File: config.mk
export PLATFORM = sky130hd
export DESIGN_NAME = ln1p_taylor_series_unit_flat
export DESIGN_NICKNAME = d
export VERILOG_FILES = /design/src/rtl/core/ln1p_pkg.sv /design/src/rtl/core/ln1p_in_if.sv /design/src/rtl/core/ln1p_out_if.sv /design/src/rtl/core/ln1p_datapath.sv /design/src/rtl/core/ln1p_ctrl.sv /design/src/rtl/core/ln1p_taylor_series_unit.sv /design/src/flat_wrapper.sv
export SDC_FILE = /design/constraint.sdc
export NUM_CORES = 2
export LEC_CHECK = 0
export BUFFER_PORTS_ARGS = -buffer_cell sky130_fd_sc_hd__buf_2
export CAP_MARGIN = 20
export CORE_MARGIN = 2
export CORE_UTILIZATION = 42
export CTS_CLUSTER_SIZE = 24
export DETAILED_ROUTE_END_ITERATION = 16
export PLACE_DENSITY_LB_ADDON = 0.2
export SYNTH_ARGS = -nofsm -noshare
export SYNTH_HDL_FRONTEND = slang
export SYNTH_SLANG_ARGS = --single-unit
File: constraint.sdc
create_clock -name clk_i -period 10.9 [get_ports clk_i]
set_input_delay 2.18 -clock clk_i [delete_from_list [all_inputs] [get_ports clk_i]]
set_output_delay 2.18 -clock clk_i [all_outputs]
set_load 0.05 [all_outputs]
File: src/rtl/core/ln1p_pkg.sv
// Shared types and fixed widths for the ln(1+x) series unit
package ln1p_pkg;

  // Field and datapath widths
  localparam int unsigned X_W    = 32;  // x and running power
  localparam int unsigned RES_W  = 40;  // saturating accumulator / result
  localparam int unsigned TERM_W = 13;  // term count and term index
  localparam int unsigned MAG_W  = 31;  // |power| <= 2^30 fits in 31 bits
  localparam int unsigned DCNT_W = 5;   // divider step counter (MAG_W steps)

  // Controller states
  typedef enum logic [2:0] {
    ST_IDLE,
    ST_CHECK,
    ST_DINIT,
    ST_DIV,
    ST_ACC,
    ST_MUL,
    ST_FINISH
  } ln1p_state_e;

  // Controller to datapath
  typedef struct packed {
    logic load;      // capture x, clear sum, n = 1
    logic div_init;  // load |power| into divider
    logic div_step;  // one restoring division step
    logic acc;       // add or subtract quotient into sum
    logic mul;       // power = power * x, n = n + 1
    logic out_load;  // move result into output register
  } ln1p_cmd_t;

  // Datapath to controller
  typedef struct packed {
    logic range_err;   // x outside (-1, 1]
    logic terms_zero;  // no terms to sum
    logic div_last;    // final division step this cycle
    logic last_term;   // current index equals term count
  } ln1p_sts_t;

endpackage

File: src/rtl/core/ln1p_in_if.sv
// Input channel: one x value per beat
interface ln1p_in_if;
  logic                                valid;
  logic                                ready;
  logic signed [ln1p_pkg::X_W-1:0]     x_value;

  modport source (output valid, output x_value, input ready);
  modport sink   (input valid, input x_value, output ready);
endinterface

File: src/rtl/core/ln1p_out_if.sv
// Output channel: one series sum and error flag per beat
interface ln1p_out_if;
  logic                                valid;
  logic                                ready;
  logic signed [ln1p_pkg::RES_W-1:0]   log_result;
  logic                                range_error;

  modport source (output valid, output log_result, output range_error, input ready);
  modport sink   (input valid, input log_result, input range_error, output ready);
endinterface

File: src/rtl/core/ln1p_datapath.sv
// Power register, multiplier, restoring divider and saturating accumulator
module ln1p_datapath #(
  parameter int MAX_TERMS = 4096,
  parameter int FRAC_BITS = 30
) (
  input  logic                                 clk_i,
  input  logic                                 rst_ni,
  input  logic                                 cfg_we_i,
  input  logic [ln1p_pkg::TERM_W-1:0]          cfg_wdata_i,
  input  logic signed [ln1p_pkg::X_W-1:0]      x_value_i,
  input  ln1p_pkg::ln1p_cmd_t                  cmd_i,
  output ln1p_pkg::ln1p_sts_t                  sts_o,
  output logic signed [ln1p_pkg::RES_W-1:0]    log_result_o,
  output logic                                 range_error_o
);
  import ln1p_pkg::*;

  localparam int TermMax = (1 << TERM_W) - 1;
  localparam int TermCap = (MAX_TERMS > TermMax) ? TermMax : MAX_TERMS;
  localparam logic [TERM_W-1:0] TermCapV = TERM_W'(TermCap);
  localparam logic [TERM_W-1:0] TermReset = TERM_W'(16);
  localparam logic signed [X_W:0] OneFx = (X_W+1)'(1) <<< FRAC_BITS;
  localparam logic [DCNT_W-1:0] DivSteps = DCNT_W'(MAG_W - 1);

  logic [TERM_W-1:0]       num_terms_q;
  logic signed [X_W-1:0]   x_q, power_q, power_d;
  logic [TERM_W-1:0]       n_q, terms_q;
  logic                    err_q;
  logic signed [RES_W-1:0] sum_q, sum_d;
  logic [TERM_W:0]         rem_q, rem_d;
  logic [MAG_W-1:0]        dq_q, dq_d;
  logic [DCNT_W-1:0]       cnt_q;
  logic                    neg_q;
  logic signed [RES_W-1:0] log_q;
  logic                    rerr_q;

  logic signed [X_W:0]       x_ext;
  logic                      x_err;
  logic [TERM_W-1:0]         terms_clamped;
  logic signed [2*X_W-1:0]   prod;
  logic signed [2*X_W-1:0]   prod_sh;
  logic [X_W-1:0]            power_abs;
  logic [TERM_W:0]           trial;
  logic                      q_bit;
  logic signed [RES_W:0]     addend, sum_wide;

  // Range check and term clamp on the incoming item
  assign x_ext = {x_value_i[X_W-1], x_value_i};
  assign x_err = (x_ext <= -OneFx) || (x_ext > OneFx);
  assign terms_clamped = (num_terms_q > TermCapV) ? TermCapV : num_terms_q;

  // Power update: floor(power * x / 2^FRAC_BITS)
  assign prod    = power_q * x_q;
  assign prod_sh = prod >>> FRAC_BITS;
  assign power_d = prod_sh[X_W-1:0];

  assign power_abs = power_q[X_W-1] ? (~power_q + X_W'(1)) : power_q;

  // One restoring division step
  always_comb begin
    trial = {rem_q[TERM_W-1:0], dq_q[MAG_W-1]};
    q_bit = (trial >= {1'b0, n_q});
    rem_d = q_bit ? (trial - {1'b0, n_q}) : trial;
    dq_d  = {dq_q[MAG_W-2:0], q_bit};
  end

  // Signed term and saturating sum
  always_comb begin
    addend   = neg_q ? -$signed({{(RES_W+1-MAG_W){1'b0}}, dq_q})
                     :  $signed({{(RES_W+1-MAG_W){1'b0}}, dq_q});
    sum_wide = {sum_q[RES_W-1], sum_q} + addend;
    if (sum_wide[RES_W] != sum_wide[RES_W-1]) begin
      sum_d = sum_wide[RES_W] ? {1'b1, {(RES_W-1){1'b0}}} : {1'b0, {(RES_W-1){1'b1}}};
    end else begin
      sum_d = sum_wide[RES_W-1:0];
    end
  end

  // Configuration register
  always_ff @(posedge clk_i or negedge rst_ni) begin
    if (!rst_ni) begin
      num_terms_q <= TermReset;
    end else if (cfg_we_i) begin
      num_terms_q <= cfg_wdata_i;
    end
  end

  // Working registers
  always_ff @(posedge clk_i) begin
    if (cmd_i.load) begin
      x_q     <= x_value_i;
      power_q <= x_value_i;
      n_q     <= TERM_W'(1);
      terms_q <= terms_clamped;
      err_q   <= x_err;
      sum_q   <= '0;
    end
    if (cmd_i.div_init) begin
      rem_q <= '0;
      dq_q  <= power_abs[MAG_W-1:0];
      cnt_q <= DivSteps;
      neg_q <= power_q[X_W-1] ^ ~n_q[0];
    end
    if (cmd_i.div_step) begin
      rem_q <= rem_d;
      dq_q  <= dq_d;
      cnt_q <= cnt_q - DCNT_W'(1);
    end
    if (cmd_i.acc) begin
      sum_q <= sum_d;
    end
    if (cmd_i.mul) begin
      power_q <= power_d;
      n_q     <= n_q + TERM_W'(1);
    end
    if (cmd_i.out_load) begin
      log_q  <= err_q ? '0 : sum_q;
      rerr_q <= err_q;
    end
  end

  assign sts_o.range_err  = err_q;
  assign sts_o.terms_zero = (terms_q == '0);
  assign sts_o.div_last   = (cnt_q == '0);
  assign sts_o.last_term  = (n_q == terms_q);

  assign log_result_o  = log_q;
  assign range_error_o = rerr_q;

`ifndef NO_ASSERTIONS
  // Running power stays within one in magnitude
  assert property (@(posedge clk_i) disable iff (!rst_ni)
    cmd_i.mul |=> ($signed({power_q[X_W-1], power_q}) <= OneFx) &&
                  ($signed({power_q[X_W-1], power_q}) >= -OneFx))
    else $error("power left [-1, 1]");
  // Partial remainder always below the divisor
  assert property (@(posedge clk_i) disable iff (!rst_ni)
    cmd_i.div_step |=> (rem_q < {1'b0, n_q}))
    else $error("divider remainder not reduced");
`endif

endmodule

File: src/rtl/core/ln1p_ctrl.sv
// Sequencer: per term, divider load, division steps, accumulate, and power update before the next term
module ln1p_ctrl (
  input  logic                 clk_i,
  input  logic                 rst_ni,
  input  logic                 in_valid_i,
  output logic                 in_ready_o,
  output logic                 out_valid_o,
  input  logic                 out_ready_i,
  input  ln1p_pkg::ln1p_sts_t  sts_i,
  output ln1p_pkg::ln1p_cmd_t  cmd_o
);
  import ln1p_pkg::*;

  ln1p_state_e state_q, state_d;
  logic        out_valid_q, out_valid_d;
  logic        out_free;

  assign out_free = !out_valid_q || out_ready_i;

  // Next state
  always_comb begin
    state_d = state_q;
    unique case (state_q)
      ST_IDLE:   if (in_valid_i) state_d = ST_CHECK;
      ST_CHECK: begin
        if (sts_i.range_err || sts_i.terms_zero) state_d = ST_FINISH;
        else state_d = ST_DINIT;
      end
      ST_DINIT:  state_d = ST_DIV;
      ST_DIV:    if (sts_i.div_last) state_d = ST_ACC;
      ST_ACC: begin
        if (sts_i.last_term) state_d = ST_FINISH;
        else state_d = ST_MUL;
      end
      ST_MUL:    state_d = ST_DINIT;
      ST_FINISH: if (out_free) state_d = ST_IDLE;
      default:   state_d = ST_IDLE;
    endcase
  end

  // Commands
  always_comb begin
    cmd_o      = '0;
    in_ready_o = 1'b0;
    unique case (state_q)
      ST_IDLE: begin
        in_ready_o = 1'b1;
        cmd_o.load = in_valid_i;
      end
      ST_CHECK:  ;
      ST_DINIT:  cmd_o.div_init = 1'b1;
      ST_DIV:    cmd_o.div_step = 1'b1;
      ST_ACC:    cmd_o.acc = 1'b1;
      ST_MUL:    cmd_o.mul = 1'b1;
      ST_FINISH: cmd_o.out_load = out_free;
      default:   ;
    endcase
  end

  // Output register valid flag
  always_comb begin
    out_valid_d = out_valid_q;
    if (cmd_o.out_load) out_valid_d = 1'b1;
    else if (out_ready_i) out_valid_d = 1'b0;
  end

  always_ff @(posedge clk_i or negedge rst_ni) begin
    if (!rst_ni) begin
      state_q     <= ST_IDLE;
      out_valid_q <= 1'b0;
    end else begin
      state_q     <= state_d;
      out_valid_q <= out_valid_d;
    end
  end

  assign out_valid_o = out_valid_q;

`ifndef NO_ASSERTIONS
  // A held result is never overwritten
  assert property (@(posedge clk_i) disable iff (!rst_ni)
    (out_valid_q && !out_ready_i) |=> $stable(out_valid_q) && !$past(cmd_o.out_load))
    else $error("pending result overwritten");
  // An accepted beat starts the range check
  assert property (@(posedge clk_i) disable iff (!rst_ni)
    (in_valid_i && in_ready_o) |=> (state_q == ST_CHECK))
    else $error("accepted beat not processed");
  // The final division step is followed by accumulation
  assert property (@(posedge clk_i) disable iff (!rst_ni)
    (state_q == ST_DIV && sts_i.div_last) |=> (state_q == ST_ACC))
    else $error("division did not end in accumulate");
`endif

endmodule

File: src/rtl/core/ln1p_taylor_series_unit.sv
// ln(1+x) truncated Taylor series, one x per evaluation.
// Per term of the clamped term count: a divider load, 31 restoring divide steps, an accumulate
// and, for every term but the last, a multiply.
// Out-of-range x or zero terms: the sequencer goes from the range check straight to the result.
// One x at a time: a new beat is taken only after the last result is loaded; a held result stalls input.
// Reset (async, active low): sequencer idle, output empty, num_terms = 16.
module ln1p_taylor_series_unit #(
  parameter int MAX_TERMS = 4096,
  parameter int FRAC_BITS = 30
) (
  input  logic                          clk_i,
  input  logic                          rst_ni,
  input  logic                          cfg_we_i,
  input  logic [ln1p_pkg::TERM_W-1:0]   cfg_wdata_i,
  ln1p_in_if.sink                       in_ch,
  ln1p_out_if.source                    out_ch
);
  import ln1p_pkg::*;

  ln1p_cmd_t cmd;
  ln1p_sts_t sts;

  // Sequencer
  ln1p_ctrl u_ctrl (
    .clk_i       (clk_i),
    .rst_ni      (rst_ni),
    .in_valid_i  (in_ch.valid),
    .in_ready_o  (in_ch.ready),
    .out_valid_o (out_ch.valid),
    .out_ready_i (out_ch.ready),
    .sts_i       (sts),
    .cmd_o       (cmd)
  );

  // Arithmetic
  ln1p_datapath #(
    .MAX_TERMS (MAX_TERMS),
    .FRAC_BITS (FRAC_BITS)
  ) u_datapath (
    .clk_i         (clk_i),
    .rst_ni        (rst_ni),
    .cfg_we_i      (cfg_we_i),
    .cfg_wdata_i   (cfg_wdata_i),
    .x_value_i     (in_ch.x_value),
    .cmd_i         (cmd),
    .sts_o         (sts),
    .log_result_o  (out_ch.log_result),
    .range_error_o (out_ch.range_error)
  );

endmodule

File: src/flat_wrapper.sv
// flat-port wrapper written by rule: the top's interface ports become plain ports
module ln1p_taylor_series_unit_flat import ln1p_pkg::*;
#(
  parameter int MAX_TERMS = 4096,
  parameter int FRAC_BITS = 30
)
  (clk_i, rst_ni, cfg_we_i, cfg_wdata_i, in_ch_valid, in_ch_x_value, in_ch_ready, out_ch_valid, out_ch_log_result, out_ch_range_error, out_ch_ready);
  ln1p_in_if in_ch_i ();
  ln1p_out_if out_ch_i ();
  input  logic clk_i;
  input  logic rst_ni;
  input  logic cfg_we_i;
  input  logic [ln1p_pkg::TERM_W-1:0] cfg_wdata_i;
  input wire logic [$bits(in_ch_i.valid)-1:0] in_ch_valid;
  input wire logic [$bits(in_ch_i.x_value)-1:0] in_ch_x_value;
  output wire logic [$bits(in_ch_i.ready)-1:0] in_ch_ready;
  output wire logic [$bits(out_ch_i.valid)-1:0] out_ch_valid;
  output wire logic [$bits(out_ch_i.log_result)-1:0] out_ch_log_result;
  output wire logic [$bits(out_ch_i.range_error)-1:0] out_ch_range_error;
  input wire logic [$bits(out_ch_i.ready)-1:0] out_ch_ready;
  assign in_ch_i.valid = in_ch_valid;
  assign in_ch_i.x_value = in_ch_x_value;
  assign in_ch_ready = in_ch_i.ready;
  assign out_ch_valid = out_ch_i.valid;
  assign out_ch_log_result = out_ch_i.log_result;
  assign out_ch_range_error = out_ch_i.range_error;
  assign out_ch_i.ready = out_ch_ready;
  ln1p_taylor_series_unit #(.MAX_TERMS(MAX_TERMS), .FRAC_BITS(FRAC_BITS)) u_core (.clk_i(clk_i), .rst_ni(rst_ni), .cfg_we_i(cfg_we_i), .cfg_wdata_i(cfg_wdata_i), .in_ch(in_ch_i), .out_ch(out_ch_i));
endmodule
* Word level (Yosys, flattened, before mapping)
Index checks and enable logic that the tools add are counted.
Operators by class: add/sub/neg operators 6, multiply operators 1, order comparisons 4, equality and inequality tests 11, multiplexer cells 32, bitwise operators 3, reductions and logical operators 12
Operators by type and width (count):
- $mux W40 | 4
- $mux W31 | 3
- $mux W13 | 5
- $mux W32 | 2
- $mul A32 B32 Y62 | 1
- $add A41 B41 Y41 | 1
- $mux W41 | 1
- $neg A31 Y41 | 1
- $gt A32 B32 Y1 const B | 1
- $le A32 B31 Y1 const B | 1
- $add A31 B2 Y31 const B | 1
- $not A31 Y31 | 1
- $pmux W3 S7 | 1
- $ge A14 B13 Y1 | 1
- $add A13 B1 Y13 const B | 1
- $eq A13 B13 Y1 | 1
- $gt A13 B13 Y1 const B | 1
- $logic_not A13 Y1 | 1
- $sub A13 B13 Y13 | 1
- $mux W3 | 4
- $mux W5 | 2
- $eq A3 B3 Y1 const B | 3
- $mux W1 | 9
- $reduce_bool A2 Y1 | 4
- other kinds (14) | 18
Word-level totals: bits in registers 239, input port bits 50, output and inout port bits 43, word-level logic and storage cells 84

* Depth between registers and ports, before layout
depth after elaboration 6, mapped depth 30

* Modules after synthesis
Synthesis repeated with hierarchy kept, for this count alone.
Unflattened totals: cells, all modules 4938, area, all modules 48521.5 µm²
By module, submodules not included:
- ln1p_datapath | times used 1, cells each 4903, area an instance 48228.8 µm²
- ln1p_ctrl | times used 1, cells each 35, area an instance 292.8 µm²

* Worst setup path before layout
No wires, ideal clock.
path kind reg-to-reg, start point reg u_core.u_datapath.power_q[31], end point reg u_core.u_datapath.power_q[27] (data pin), data arrival time 7870 ps, required time 10640 ps, slack 2770 ps, cell stages (with the launch flop) 27, period minus slack after synthesis 8130 ps, cell sequence edfxtp_1 > clkbuf_1 > clkbuf_1 > buf_1 > nand2_1 > inv_1 > fa_1 > fa_1 > fa_1 > inv_1 > fa_1 > inv_1 > fa_1 > fa_1 > inv_1 > fa_1 > inv_1 > fa_1 > ha_1 > clkbuf_1 > a21o_1 > a21o_1 > a211oi_1 > nand2_1 > o21ai_0 > xnor2_1 > mux2_2
On the way: word-level cells in the longest chain between the ends 2
Ends and longest elaborated chain:
- start: declaration | RTL line ln1p_datapath.sv:26 | logic signed [X_W-1:0] x_q, power_q, power_d;
- start signal: assignment | RTL line ln1p_datapath.sv:92 | power_q <= x_value_i;
- start signal: assignment | RTL line ln1p_datapath.sv:113 | power_q <= power_d;
- $mul A32 B32 Y62 | RTL line ln1p_datapath.sv:53 | assign prod = power_q * x_q;
- $mux W32 | RTL line ln1p_datapath.sv:112 | if (cmd_i.mul) begin
Every way passes these cells. A chain may end at the register's enable or synchronous reset.

* Final worst setup path
start point reg u_core.u_datapath.x_q[0], end point reg u_core.u_datapath.power_q[31] (data pin)
On the way: word-level cells in the longest chain between the ends 2
Ends and longest elaborated chain:
- start: declaration | RTL line ln1p_datapath.sv:26
- start signal: assignment | RTL line ln1p_datapath.sv:91 | x_q <= x_value_i;
- $mul A32 B32 Y62 | RTL line ln1p_datapath.sv:53
- $mux W32 | RTL line ln1p_datapath.sv:112
Every way passes these cells.

==> results.txt <==
status: completed
max incr delay on CP: 1.04 ns
critical path buffer and inverter count: 5
FILL cells: 11,254
count leader, synth: fa_1
Die H: 345 um
WL/cell: 21.5 um
GRT Util Overall: 0.243
reg2reg start: u_core.u_datapath.x_q[0]$_DFFE_PP_
DRC: 0
period utilization: 0.805
core area: 0.116 mm2
drt first pass iters: 5
top-level port count: 93
Slew HR: 0.297
vias: 34,337
critical path cell sequence: and2_1 -> ha_1 -> fa_1 -> fa_1 -> buf_4 -> inv_1 -> fa_1 -> inv_1 -> fa_1 -> fa_1 -> inv_1 -> fa_1 -> inv_1 -> fa_1 -> ha_1 -> nand4_1 -> nor2_1 -> nand2_1 -> a21oi_1 -> o21ai_0 -> a211o_1 -> a211oi_1
final setup fails: 0
synth unique cells: 68
placed cell count: 6,443
GP Congestion: 0.908
R2R setup slack: 2.12 ns
layout cells sized above 1: 0.0519
CP Capture Type: register
Row Count: 125
CP Depth: 22
Clock H-tree levels: 1
Post-Syn Area: 0.0488 mm2
Post-CTS Setup Inserts: 0
r2r worst-path depth: 22
synthesis-to-finish area growth: 5.90%
Avg Cell Area, Syn: 9.70 um2
worst slew pin tran: 1.05 ns
Critical Path Source Type: register
CTS tree: done
number of CTS-inserted buffers: 26
Chip Width: 345 um
Synth top area share: 0.436
post-layout util: 0.446
clock slew at reported path FFs: 0.07 ns
Post-DP HPWL: 106,000 um
Crit-path slowest cell: edfxtp_1
cts hold-fix bufs: 0
Routed WL: 140,000 um
ys async rst share: 0.0711
Crit. Startpoint: u_core.u_datapath.x_q[0]$_DFFE_PP_
FF+latch count, synth: 239
Yosys warning total: 0
Syn Inst Count: 5,030
sequential share of the synthesized area: 0.145
initial core utilization: 0.421
commonest cells in the netlist: fa_1, inv_1, nand2_1
Setup Skew: 0.0120 ns
Worst Path Max Fanout: 31
Post-synth top flop: edfxtp_1
vias in the first global route: 36,561
PostCTS Resize Cnt: 0
Slew Viols, Final: 0
clock sink total: 239
cell type with the largest total area after synthesis: fa_1
first-pass GRT wire length: 221,000 um
Max Root-Sink Buffers: 3
data required time at the worst endpoint: 11.23 ns
RSZ-0062 raised after global routing: false
initial antenna violation count: 6
worst reg2reg endpoint: u_core.u_datapath.power_q[31]$_DFFE_PP_
Post-synth EDFFs: 222
Via-to-Cell Ratio: 5.28
Crit path arrival time: 9.11 ns
minimum clock period: 8.78 ns
Root Buffer: clkbuf_16
Setup CP Type: register to register
largest net degree at the start of global routing: 77
max_cap viols: 0
Routed Antenna Nets: 0
die footprint: 0.119 mm2
cells taking the most area after synthesis: fa_1, edfxtp_1, inv_1
final count of hold timing violations: 0
Achievable Freq: 114 MHz
Buffers on Ports: 92
most used cell, CP: fa_1
worst hold slack: 0.496 ns
Hold Crit Class: register to register
CP endpoint: u_core.u_datapath.power_q[31]$_DFFE_PP_
Non-Filler Instances: 6,498
final setup TNS: 0 ns
Final nets: 6,298
GRT Residual Overflow: 0
Synthesized Nets: 6,377
1st-iter DRT viols: 2,543
clk_lat worst skew: 0.55 ns
Crit path max-delay family: adder cells
[per-layer routing]
metal	part of all wire	GRT usage	up-vias	wire length (um)
li1	-	-	15192	-
met4	0.021	0.0448	0	2870
met5	0	0	-	0
met2	0.46	0.397	1085	64900
met1	0.44	0.350	17892	62100
met3	0.070	0.0326	168	9850
[how the worst min path moves through the flow]
stage                                                             from                                      endpoint  cells past startpoint
after floorplan           u_core.u_datapath.num_terms_q[0]$_DFFE_PN0P_  u_core.u_datapath.num_terms_q[0]$_DFFE_PN0P_                      1
after global placement    u_core.u_datapath.num_terms_q[9]$_DFFE_PN0P_  u_core.u_datapath.num_terms_q[9]$_DFFE_PN0P_                      1
after detailed placement  u_core.u_datapath.num_terms_q[9]$_DFFE_PN0P_  u_core.u_datapath.num_terms_q[9]$_DFFE_PN0P_                      1
after CTS                 u_core.u_datapath.num_terms_q[9]$_DFFE_PN0P_  u_core.u_datapath.num_terms_q[9]$_DFFE_PN0P_                      1
after global routing      u_core.u_datapath.num_terms_q[7]$_DFFE_PN0P_  u_core.u_datapath.num_terms_q[7]$_DFFE_PN0P_                      1
final                     u_core.u_datapath.num_terms_q[5]$_DFFE_PN0P_  u_core.u_datapath.num_terms_q[5]$_DFFE_PN0P_                      1
[cell usage in the layout (no fill, tap or decap), drive strengths merged, types with 14 or more instances in the layout]
cell type	Yosys	layout
fa	1063	1063
inv	939	939
nand2	657	657
and2	511	511
ha	234	234
edfxtp	222	222
buf	18	182
o21ai	174	174
a21oi	115	115
xnor2	107	107
nor2b	95	95
nor2	94	94
xor2	74	74
a21o	54	54
clkbuf	271	36
nor3	33	33
nand4	31	31
nand3	25	25
nor4	23	23
o31ai	23	23
nand2b	21	21
and3	20	20
or3	16	16
mux2i	16	16
a31oi	16	16
dfrtp	16	16
mux2	15	15
o21bai	14	14
a211oi	14	14
[registers in the layout, summed over array words and instances (netlist names)]
| register | count |
|---|---|
| u_core.u_datapath.log_result_o | 40 |
| u_core.u_datapath.sum_q | 40 |
| u_core.u_datapath.power_q | 32 |
| u_core.u_datapath.x_q | 32 |
| u_core.u_datapath.dq_q | 31 |
| u_core.u_datapath.n_q | 13 |
| u_core.u_datapath.num_terms_q | 13 |
| u_core.u_datapath.rem_q | 13 |
| u_core.u_datapath.terms_q | 13 |
| u_core.u_datapath.cnt_q | 5 |
| u_core.u_ctrl.state_q | 3 |
| u_core.u_ctrl.out_valid_o | 1 |
| u_core.u_datapath.err_q | 1 |
| u_core.u_datapath.neg_q | 1 |
| u_core.u_datapath.range_error_o | 1 |
[stage by stage]
step | worst slack (ns) | cell area (um2)
2_1_floorplan | 2.77 | 48800
3_3_place_gp | 1.96 | 50700
3_5_place_dp | 2.04 | 50700
4_1_cts | 2.00 | 51500
5_1_grt | 1.64 | 51600
6_report | 2.12 | 51600
[worst reg2reg max path, delay by kind of cell (launching register included)]
family / cells / cell delay, ns
adders and majority gates: 9 / 4.73
AOI/OAI and AO/OA: 4 / 1.16
buffers and inverters: 5 / 0.91
DFF: 1 / 1.04
and+or+nand+nor: 4 / 0.73
[cells by family (layout without fill, tap and decap cells)]
logic type                 after synthesis  after routing  share of synthesized area
AOI/OAI and AO/OA                      499            499                     0.0638
and+or+nand+nor                       1555           1555                      0.160
buffers and inverters                 1228           1169                     0.0947
other                                    0              3                          0
muxes                                   31             31                    0.00675
adders and majority gates             1297           1297                      0.496
DFF                                    239            239                      0.145
xor gates and xnor gates               181            181                     0.0325
[area by class of cell]
cell class / count / area (um2) / share of cell area
antenna: 3 / 7.51 / 0.000145
clock buffer: 36 / 719 / 0.0139
clock inverter: 12 / 88.8 / 0.00172
inverter: 939 / 3520 / 0.0682
multi-input combinational: 3563 / 37100 / 0.718
sequential: 239 / 7090 / 0.137
tap: 1524 / 1910 / 0.0369
timing repair buffer: 182 / 1230 / 0.0237
Power is left out: the tool's default activity adds up to more than one toggle a clock period on the data nets, which glitch-free logic cannot reach.
